<file path="config.mk">
export PLATFORM = sky130hd
export DESIGN_NAME = byte_append_buffer_with_search_core_flat
export DESIGN_NICKNAME = d
export VERILOG_FILES = /design/src/design/bab_pkg.sv /design/src/design/bab_req_if.sv /design/src/design/bab_rsp_if.sv /design/src/design/bab_cell.sv /design/src/design/byte_append_buffer_with_search_core.sv /design/src/flat_wrapper.sv
export SDC_FILE = /design/constraint.sdc
export NUM_CORES = 2
export LEC_CHECK = 0
export BUFFER_PORTS_ARGS = -buffer_cell sky130_fd_sc_hd__buf_2
export CAP_MARGIN = 20
export CORE_MARGIN = 2
export CORE_UTILIZATION = 50
export CTS_BUF_LIST = sky130_fd_sc_hd__clkbuf_2 sky130_fd_sc_hd__clkbuf_4 sky130_fd_sc_hd__clkbuf_8
export CTS_CLUSTER_DIAMETER = 40
export DETAILED_ROUTE_END_ITERATION = 7
export GPL_TIMING_DRIVEN = 1
export PLACE_DENSITY_LB_ADDON = 0.3
export SETUP_SLACK_MARGIN = 0.4
export SLEW_MARGIN = 15
export SYNTH_ARGS = -nofsm -noshare
export SYNTH_HDL_FRONTEND = slang
export SYNTH_SLANG_ARGS = --single-unit
</file>
<file path="constraint.sdc">
create_clock -name clk -period 3.5 [get_ports clk]
set_input_delay 0.7 -clock clk [delete_from_list [all_inputs] [get_ports clk]]
set_output_delay 0.7 -clock clk [all_outputs]
set_load 0.1 [all_outputs]
</file>
<file path="src/design/bab_pkg.sv">
package bab_pkg;

	localparam int unsigned BAB_DEPTH = 64;

	typedef enum logic [1:0] {
		ACT_APPEND = 2'd0,
		ACT_READ   = 2'd1,
		ACT_FIND   = 2'd2,
		ACT_CLEAR  = 2'd3
	} act_t;

	// Search/read token that walks the cell chain
	typedef struct packed {
		logic       vld;
		logic       is_find;
		logic       ok;
		logic [7:0] key;
		logic [7:0] pos;
		logic [8:0] stop;
		logic       hit;
		logic [7:0] idx;
		logic [7:0] data;
	} tok_t;

	// Write/clear control broadcast to every cell
	typedef struct packed {
		logic       clr;
		logic       wr;
		logic [7:0] fill;
		logic [7:0] wdata;
	} cell_ctl_t;

	typedef struct packed {
		logic       accepted;
		logic [7:0] data_out;
		logic       found;
		logic [7:0] found_index;
		logic [7:0] fill_count;
	} res_t;

endpackage

</file>
<file path="src/design/bab_req_if.sv">
interface bab_req_if;
	logic       valid;
	logic       ready;
	logic [1:0] action;
	logic [7:0] data_byte;
	logic [7:0] position;
	logic [7:0] span_length;

	modport source (output valid, action, data_byte, position, span_length, input ready);
	modport sink (input valid, action, data_byte, position, span_length, output ready);
endinterface

</file>
<file path="src/design/bab_rsp_if.sv">
interface bab_rsp_if;
	logic       valid;
	logic       ready;
	logic       accepted;
	logic [7:0] data_out;
	logic       found;
	logic [7:0] found_index;
	logic [7:0] fill_count;

	modport source (output valid, accepted, data_out, found, found_index, fill_count,
		input ready);
	modport sink (input valid, accepted, data_out, found, found_index, fill_count,
		output ready);
endinterface

</file>
<file path="src/design/bab_cell.sv">
module bab_cell #(
	parameter logic [7:0] IDX = 8'd0
) (
	input  logic               clk,
	input  logic               arst_n,
	input  bab_pkg::cell_ctl_t ctl,
	input  bab_pkg::tok_t      tok_in,
	output bab_pkg::tok_t      tok_out
);
	import bab_pkg::*;

	logic [7:0] byte_q;
	tok_t       tok_q;
	tok_t       tok_nxt;
	logic       sel_find;
	logic       sel_rd;

	// Match the passing token against this cell's byte (find) or index (read)
	always_comb begin
		sel_find = tok_in.vld && tok_in.is_find && !tok_in.hit &&
			(tok_in.pos <= IDX) && ({1'b0, IDX} < tok_in.stop) &&
			(byte_q == tok_in.key);
		sel_rd = tok_in.vld && !tok_in.is_find && tok_in.ok && (tok_in.pos == IDX);
		tok_nxt = tok_in;
		if (sel_find) begin
			tok_nxt.hit  = 1'b1;
			tok_nxt.idx  = IDX;
			tok_nxt.data = byte_q;
		end
		if (sel_rd) begin
			tok_nxt.data = byte_q;
		end
	end

	// Hold the stored byte: clear wins over append
	always_ff @(posedge clk or negedge arst_n) begin
		if (!arst_n) begin
			byte_q <= '0;
		end else if (ctl.clr) begin
			byte_q <= '0;
		end else if (ctl.wr && (ctl.fill == IDX)) begin
			byte_q <= ctl.wdata;
		end
	end

	// Advance the token one cell
	always_ff @(posedge clk or negedge arst_n) begin
		if (!arst_n) begin
			tok_q <= '0;
		end else begin
			tok_q <= tok_nxt;
		end
	end

	assign tok_out = tok_q;
endmodule

</file>
<file path="src/design/byte_append_buffer_with_search_core.sv">
// Channel | Modport | Moves
// req     | sink    | action, data_byte, position, span_length
// rsp     | source  | accepted, data_out, found, found_index, fill_count
//
// Append, clear and a rejected find go into the pending slot, then the output register.
// Read and accepted find walk the chain of DEPTH cells, one cell per cycle, into the slot.
// A new request is taken once no walk is in flight and the one-entry pending slot is empty.
// The slot empties into the output register while that register is free, so rsp may stall.
// Reset clears the fill count and all cells at once; no clearing pass.
module byte_append_buffer_with_search_core #(
	parameter int unsigned DEPTH = bab_pkg::BAB_DEPTH
) (
	input logic    clk,
	input logic    arst_n,
	bab_req_if.sink   req,
	bab_rsp_if.source rsp
);
	import bab_pkg::*;

	localparam logic [7:0] DEPTH_B = 8'(DEPTH);

	logic       accept;
	act_t       act;
	logic       has_room;
	logic [8:0] span_end;
	logic [7:0] fill_q;
	logic       walk_q;
	logic       pend_vld_q;
	logic       out_vld_q;
	res_t       pend_q;
	res_t       out_q;
	res_t       tok_res;
	tok_t       start_tok;
	cell_ctl_t  ctl;
	tok_t       tok_w [DEPTH+1];
	tok_t       last;

	assign accept   = req.valid && req.ready;
	assign act      = act_t'(req.action);
	assign has_room = fill_q < DEPTH_B;
	assign span_end = {1'b0, req.position} + {1'b0, req.span_length};
	assign req.ready = !walk_q && !pend_vld_q;

	// Build the token for read and in-range find
	always_comb begin
		start_tok         = '0;
		start_tok.vld     = accept && ((act == ACT_READ) ||
			((act == ACT_FIND) && (span_end <= {1'b0, fill_q})));
		start_tok.is_find = (act == ACT_FIND);
		start_tok.ok      = req.position < fill_q;
		start_tok.key     = req.data_byte;
		start_tok.pos     = req.position;
		start_tok.stop    = span_end;
	end

	// Broadcast append and clear to the cells
	always_comb begin
		ctl.clr   = accept && (act == ACT_CLEAR);
		ctl.wr    = accept && (act == ACT_APPEND) && has_room;
		ctl.fill  = fill_q;
		ctl.wdata = req.data_byte;
	end

	assign tok_w[0] = start_tok;

	for (genvar k = 0; k < DEPTH; k++) begin : g_cell
		bab_cell #(.IDX(8'(k))) u_cell (
			.clk     (clk),
			.arst_n  (arst_n),
			.ctl     (ctl),
			.tok_in  (tok_w[k]),
			.tok_out (tok_w[k+1])
		);
	end

	assign last = tok_w[DEPTH];

	// Turn the token leaving the chain into a result
	always_comb begin
		tok_res.accepted    = last.is_find;
		tok_res.data_out    = last.data;
		tok_res.found       = last.hit;
		tok_res.found_index = '0;
		if (last.is_find) begin
			tok_res.found_index = last.hit ? last.idx : 8'(last.stop - 9'd1);
		end
		tok_res.fill_count  = fill_q;
	end

	// Sequence requests, pending slot and output register
	always_ff @(posedge clk or negedge arst_n) begin
		if (!arst_n) begin
			fill_q     <= '0;
			walk_q     <= 1'b0;
			pend_vld_q <= 1'b0;
			out_vld_q  <= 1'b0;
			pend_q     <= '0;
			out_q      <= '0;
		end else begin
			// drain pending into the output register
			if (pend_vld_q && (!out_vld_q || rsp.ready)) begin
				out_q      <= pend_q;
				out_vld_q  <= 1'b1;
				pend_vld_q <= 1'b0;
			end else if (rsp.ready) begin
				out_vld_q <= 1'b0;
			end

			if (accept) begin
				unique case (act)
					ACT_APPEND: begin
						if (has_room) begin
							fill_q <= fill_q + 8'd1;
						end
						pend_q.accepted    <= has_room;
						pend_q.data_out    <= '0;
						pend_q.found       <= 1'b0;
						pend_q.found_index <= '0;
						pend_q.fill_count  <= has_room ? fill_q + 8'd1 : fill_q;
						pend_vld_q         <= 1'b1;
					end
					ACT_READ: begin
						walk_q <= 1'b1;
					end
					ACT_FIND: begin
						if (span_end > {1'b0, fill_q}) begin
							pend_q.accepted    <= 1'b0;
							pend_q.data_out    <= '0;
							pend_q.found       <= 1'b0;
							pend_q.found_index <= '0;
							pend_q.fill_count  <= fill_q;
							pend_vld_q         <= 1'b1;
						end else begin
							walk_q <= 1'b1;
						end
					end
					ACT_CLEAR: begin
						fill_q     <= '0;
						pend_q     <= '0;
						pend_vld_q <= 1'b1;
					end
					default: begin
						walk_q <= walk_q;
					end
				endcase
			end

			// capture the token at the end of the chain
			if (last.vld) begin
				walk_q     <= 1'b0;
				pend_q     <= tok_res;
				pend_vld_q <= 1'b1;
			end
		end
	end

	assign rsp.valid       = out_vld_q;
	assign rsp.accepted    = out_q.accepted;
	assign rsp.data_out    = out_q.data_out;
	assign rsp.found       = out_q.found;
	assign rsp.found_index = out_q.found_index;
	assign rsp.fill_count  = out_q.fill_count;
endmodule

</file>
<file path="src/flat_wrapper.sv">
// flat-port wrapper written by rule: the top's interface ports become plain ports
module byte_append_buffer_with_search_core_flat import bab_pkg::*;
#(
	parameter int unsigned DEPTH = bab_pkg::BAB_DEPTH
)
  (clk, arst_n, req_valid, req_action, req_data_byte, req_position, req_span_length, req_ready, rsp_valid, rsp_accepted, rsp_data_out, rsp_found, rsp_found_index, rsp_fill_count, rsp_ready);
  bab_req_if req_i ();
  bab_rsp_if rsp_i ();
  input logic clk;
  input logic arst_n;
  input wire logic [$bits(req_i.valid)-1:0] req_valid;
  input wire logic [$bits(req_i.action)-1:0] req_action;
  input wire logic [$bits(req_i.data_byte)-1:0] req_data_byte;
  input wire logic [$bits(req_i.position)-1:0] req_position;
  input wire logic [$bits(req_i.span_length)-1:0] req_span_length;
  output wire logic [$bits(req_i.ready)-1:0] req_ready;
  output wire logic [$bits(rsp_i.valid)-1:0] rsp_valid;
  output wire logic [$bits(rsp_i.accepted)-1:0] rsp_accepted;
  output wire logic [$bits(rsp_i.data_out)-1:0] rsp_data_out;
  output wire logic [$bits(rsp_i.found)-1:0] rsp_found;
  output wire logic [$bits(rsp_i.found_index)-1:0] rsp_found_index;
  output wire logic [$bits(rsp_i.fill_count)-1:0] rsp_fill_count;
  input wire logic [$bits(rsp_i.ready)-1:0] rsp_ready;
  assign req_i.valid = req_valid;
  assign req_i.action = req_action;
  assign req_i.data_byte = req_data_byte;
  assign req_i.position = req_position;
  assign req_i.span_length = req_span_length;
  assign req_ready = req_i.ready;
  assign rsp_valid = rsp_i.valid;
  assign rsp_accepted = rsp_i.accepted;
  assign rsp_data_out = rsp_i.data_out;
  assign rsp_found = rsp_i.found;
  assign rsp_found_index = rsp_i.found_index;
  assign rsp_fill_count = rsp_i.fill_count;
  assign rsp_i.ready = rsp_ready;
  byte_append_buffer_with_search_core #(.DEPTH(DEPTH)) u_core (.clk(clk), .arst_n(arst_n), .req(req_i), .rsp(rsp_i));
endmodule
</file>
# Yosys cells after proc, flatten, opt, wreduce, memory -nomap -nowiden
# Cells that the tools add are included.
[totals]
word_cells = 2047
reg_bits = 3437
out_inout_bits = 28
[op_classes]
n_lt_le_gt_ge = 132
reduce_logical = 791
add_sub_neg = 3
muxes = 275
n_eq_ne = 195
[ops]
columns = ["operator", "count"]
rows = [
  ["$mux W8", 195],
  ["$mux W17", 64],
  ["$logic_and A1 B1 Y1", 583],
  ["$eq A8 B6 Y1 const B", 64],
  ["$eq A8 B8 Y1", 64],
  ["$lt A6 B9 Y1 const A", 32],
  ["$eq A8 B5 Y1 const B", 32],
  ["$le A8 B6 Y1 const B", 32],
  ["$lt A5 B9 Y1 const A", 16],
  ["$reduce_bool A2 Y1", 67],
  ["$logic_not A1 Y1", 130],
  ["$eq A8 B4 Y1 const B", 16],
  ["$le A8 B5 Y1 const B", 16],
  ["$mux W26", 3],
  ["$pmux W26 S3", 1],
  ["$lt A4 B9 Y1 const A", 8],
  ["$eq A8 B3 Y1 const B", 8],
  ["$le A8 B4 Y1 const B", 8],
  ["$lt A3 B9 Y1 const A", 4],
  ["$eq A8 B2 Y1 const B", 4],
  ["$le A8 B3 Y1 const B", 4],
  ["$lt A1 B9 Y1 const A", 2],
  ["$lt A2 B9 Y1 const A", 2],
  ["$eq A8 B1 Y1 const B", 2],
  ["other kinds (24)", 39],
]

# Logic depth before layout (Yosys ltp)
[depth]
ltp_word = 11
ltp_mapped = 14
depth_no_buf = 13

# Worst setup path after synthesis
# No wires, ideal clock.
[synth_timing]
kind = "input to register"
start = "in req_span_length[4]"
end = "reg u_core.pend_q[2] (netlist name)"
setup_slack_ns = -0.279
t_arrival_ns = 3.654
path_buffers = 1
t_required_ns = 3.375
cell_stages = 12
setup_time_ns = 0.125
cell_sequence = "ha_1 > a21o_1 > a31o_2 > or4_1 > o211ai_1 > ha_1 > nand4_1 > or2_2 > o211ai_1 > a32o_1 > buf_2 > mux2_2"
[synth_rtl]
columns = ["element", "line", "source"]
rows = [
  ["from (decl)", "flat_wrapper.sv:15", "input wire logic [$bits(req_i.span_length)-1:0] req_span_length;"],
  ["to (signal assigned)", "byte_append_buffer_with_search_core.sv:151", "pend_q <= tok_res;"],
  ["to (decl)", "byte_append_buffer_with_search_core.sv:30", "res_t pend_q;"],
]

==> flow_summary.ini <==
[worst_setup_path]
startpoint_type = primary input
required_ns = 4.45
setup.worst_path.end_class = flip-flop
path_class = in2reg
crit_arrival_ns = 3.97
path_max_fanout = 25

[floorplan]
die_area_mm2 = 0.225
die_h_um = 474
die_x_um = 474
ioPinCount = 58
rows = 172
start_util_pct = 50.3
core_area_mm2 = 0.220

[logic_synthesis]
yosys_warnings = 0
synth_top_family_by_area = simple AND/OR/NAND/NOR gates
synth_fa_ha_area_share_pct = 0.391
yosys-mux-area-fraction_pct = 5.70
synth_top_area_share_pct = 73.4
synth_compound_area_share_pct = 4.12
synth-xor-area-share_pct = 4.01
synthTopCellsByArea = dfrtp_1 (73%), mux2_2 (5.4%), a21oi_1 (2.4%)
yosysUniqueCellTypes = 92
ys_seq_elements = 3246
netlist_instances = 7799
synth_top_area_cell = dfrtp_1
yosysSeqAreaShare_pct = 73.4
synthArstFlopShare_pct = 100
synthSimpleGateAreaFrac_pct = 11.3
synth_fp_nets = 7863
ys.flop_type = dfrtp_1
synth_area_mm2 = 0.111
synth-edff-count = 0
synth_area_per_cell_um2 = 14.2

[worst_hold_path]
hold_path.class = in2reg

[placed_design]
place_area_mm2 = 0.116
gp_congestion = 0.860
port_buffers = 57
post-dp-hpwl_mm = 160

[grt]
gr-usage-met1_pct = 29.4
grt_max_degree = 136
grt_pass1_vias = 66800
grt_overflow_total = 0
grtUsageMet2_pct = 36.1
grt_pass1_wl_mm = 382
grt.total_usage_pct = 22.0
grt.met3_usage_pct = 4.06
antenna_found_initial = 7
top_usage_layer = met2

[clock_tree]
tritoncts = built
cts_buffers = 491
cts.sinks = 3246
cts_buffer_depth = 4
clk_root_buffer_cell = clkbuf_8
clk_pin_slew_ns = 0.06
htree_num_levels = 5
worst_skew_pair.late_latency_ns = 1.10

[drt]
drtIter0Drc = 4708
wl_per_cell_um = 20.6
routed_wl_mm = 241
vias_per_cell = 5.29
firstDrtPassIters = 6
vias = 61900
drc = 0
ant_nets = 0

[status]
outcome = complete, no violations

[finish]
fin_nets = 8410
final_common_cell = dfrtp_1
drive_above_1_share_pct = 21.6
fin_util_pct = 58.0
mostFrequentLayoutCells = dfrtp_1 (3246), nand2_1 (695), clkbuf_8 (654), a21oi_1 (538), nand3_1 (537)
stdcell_area_mm2 = 0.128
area_growth_pct = 15.3

[sta]
hold_slack_ns = 0.103
slew_headroom_pct = 24.8
report.final.hold_viol_count = 0
fmax_mhz = 331
setup_violations = 0
skew_ns = 0.0906
period_share_pct = 86.4
worst_slew_pin_slew_ns = 1.12
grt_setup_unrepaired = true
finalMaxSlewViolations = 0
layout_min_cycle_time_ns = 3.02

[pwr]
ir_drop_uv = 448
p_per_area_mw_per_mm2 = 613
p_leak_nw = 60.7

[flow_run]
cap_violations = 0
[final timing paths]
path	start	endpoint	slack (ns)	cells after the start
min in group asynchronous	arst_n	u_core.g_cell[21].u_cell.tok_out[17]	0.30	2
min reg2reg	u_core.g_cell[26].u_cell.tok_out[17]	u_core.g_cell[27].u_cell.tok_out[17]	0.31	0
max	req_position[0]	u_core.pend_q[1]	0.48	15
max in group asynchronous	arst_n	u_core.g_cell[55].u_cell.tok_out[27]	1.95	4
min	req_data_byte[3]	u_core.g_cell[0].u_cell.tok_out[37]	0.10	2
max reg2reg	u_core.fill_q[3]	u_core.pend_q[1]	0.55	11
[kinds of logic after synthesis]
family / count (synthesis)
DFF: 3246
buffers and inverters: 302
xor gates and xnor gates: 507
adders and majority gates: 34
muxes: 564
AOI/OAI and AO/OA: 780
and+or+nand+nor: 2366
[worst max-delay path, stage by stage]
cell           delay, ns
buf_2               0.11
ha_1                0.19
inv_1               0.07
fa_1                0.41
dlygate4sd3_1       0.56
inv_1               0.12
ha_1                0.27
nand2b_1            0.09
a21oi_1             0.07
o211ai_1            0.40
buf_4               0.28
a32o_2              0.32
buf_12              0.21
nand2_1             0.08
o21ai_0             0.09
[routing by layer]
metal,share of wire [%],up-vias
met5,0,-
met4,3.2,0
met3,5.4,490
met2,49,1632
met1,42,31800
li1,-,27900
[metrics by stage]
stage / cells / TNS (ns) / setup slack (ns) / power (mW)
6_report: 11700 / 0 / 0.477 / 78.2
5_1_grt: 11700 / 0 / 0.378 / 81.2
4_1_cts: 11700 / 0 / 0.402 / 78.9
3_5_place_dp: 10800 / -15.34 / -0.517 / 45.6
3_3_place_gp: 10800 / -14.78 / -0.492 / 45.5
2_1_floorplan: 7799 / 0 / 0.0342 / 42.9
[sequential cells by signal, indices dropped and copies added (netlist names)]
signal / cells
u_core.g_cell.u_cell.tok_out: 2671
u_core.g_cell.u_cell.byte_q: 512
u_core.pend_q: 26
u_core.fill_q: 8
u_core.rsp.data_out: 8
u_core.rsp.fill_count: 8
u_core.rsp.found_index: 8
u_core.pend_vld_q: 1
u_core.rsp.accepted: 1
u_core.rsp.found: 1
u_core.rsp.valid: 1
u_core.walk_q: 1
[area by class of cell]
cell class	instances	area, um2
Inverter	42	165
Multi-Input combinational cell	4251	28400
Timing Repair Buffer	314	3140
Fill cell	17000	92400
Clock buffer	780	9950
Sequential cell	3246	81200
Clock inverter	98	1000
Antenna cell	2	5.00
Tap cell	2958	3700
[power by group]
part           internal [mW]  switching, mW  leakage, nW
Sequential              39.4           1.53         42.2
Clock                   19.3           13.9         5.80
Combinational           1.08           2.98         12.6
Total                   59.8           18.4         60.7
[cell usage after synthesis, types with 62 or more instances]
library cell / instances
a21oi_1: 538
nand2_1: 696
xor2_1: 238
dfrtp_1: 3246
nor4_1: 124
and2_1: 93
clkbuf_1: 185
nor2_1: 128
buf_2: 62
nor3_1: 76
mux2_2: 531
nand2b_1: 173
nor2b_1: 74
xnor2_1: 269
nand3_1: 537
or2_2: 105
nand4_1: 123
[repair_timing]
action,4_1_cts,5_1_grt
hold buffers,18,0
resized for setup,1,4
setup buffers,0,4
pin swaps,0,2
setup endpoints to repair,1,26
endpoints found under the hold margin,56,0
(Power assumes the default switching activity.)
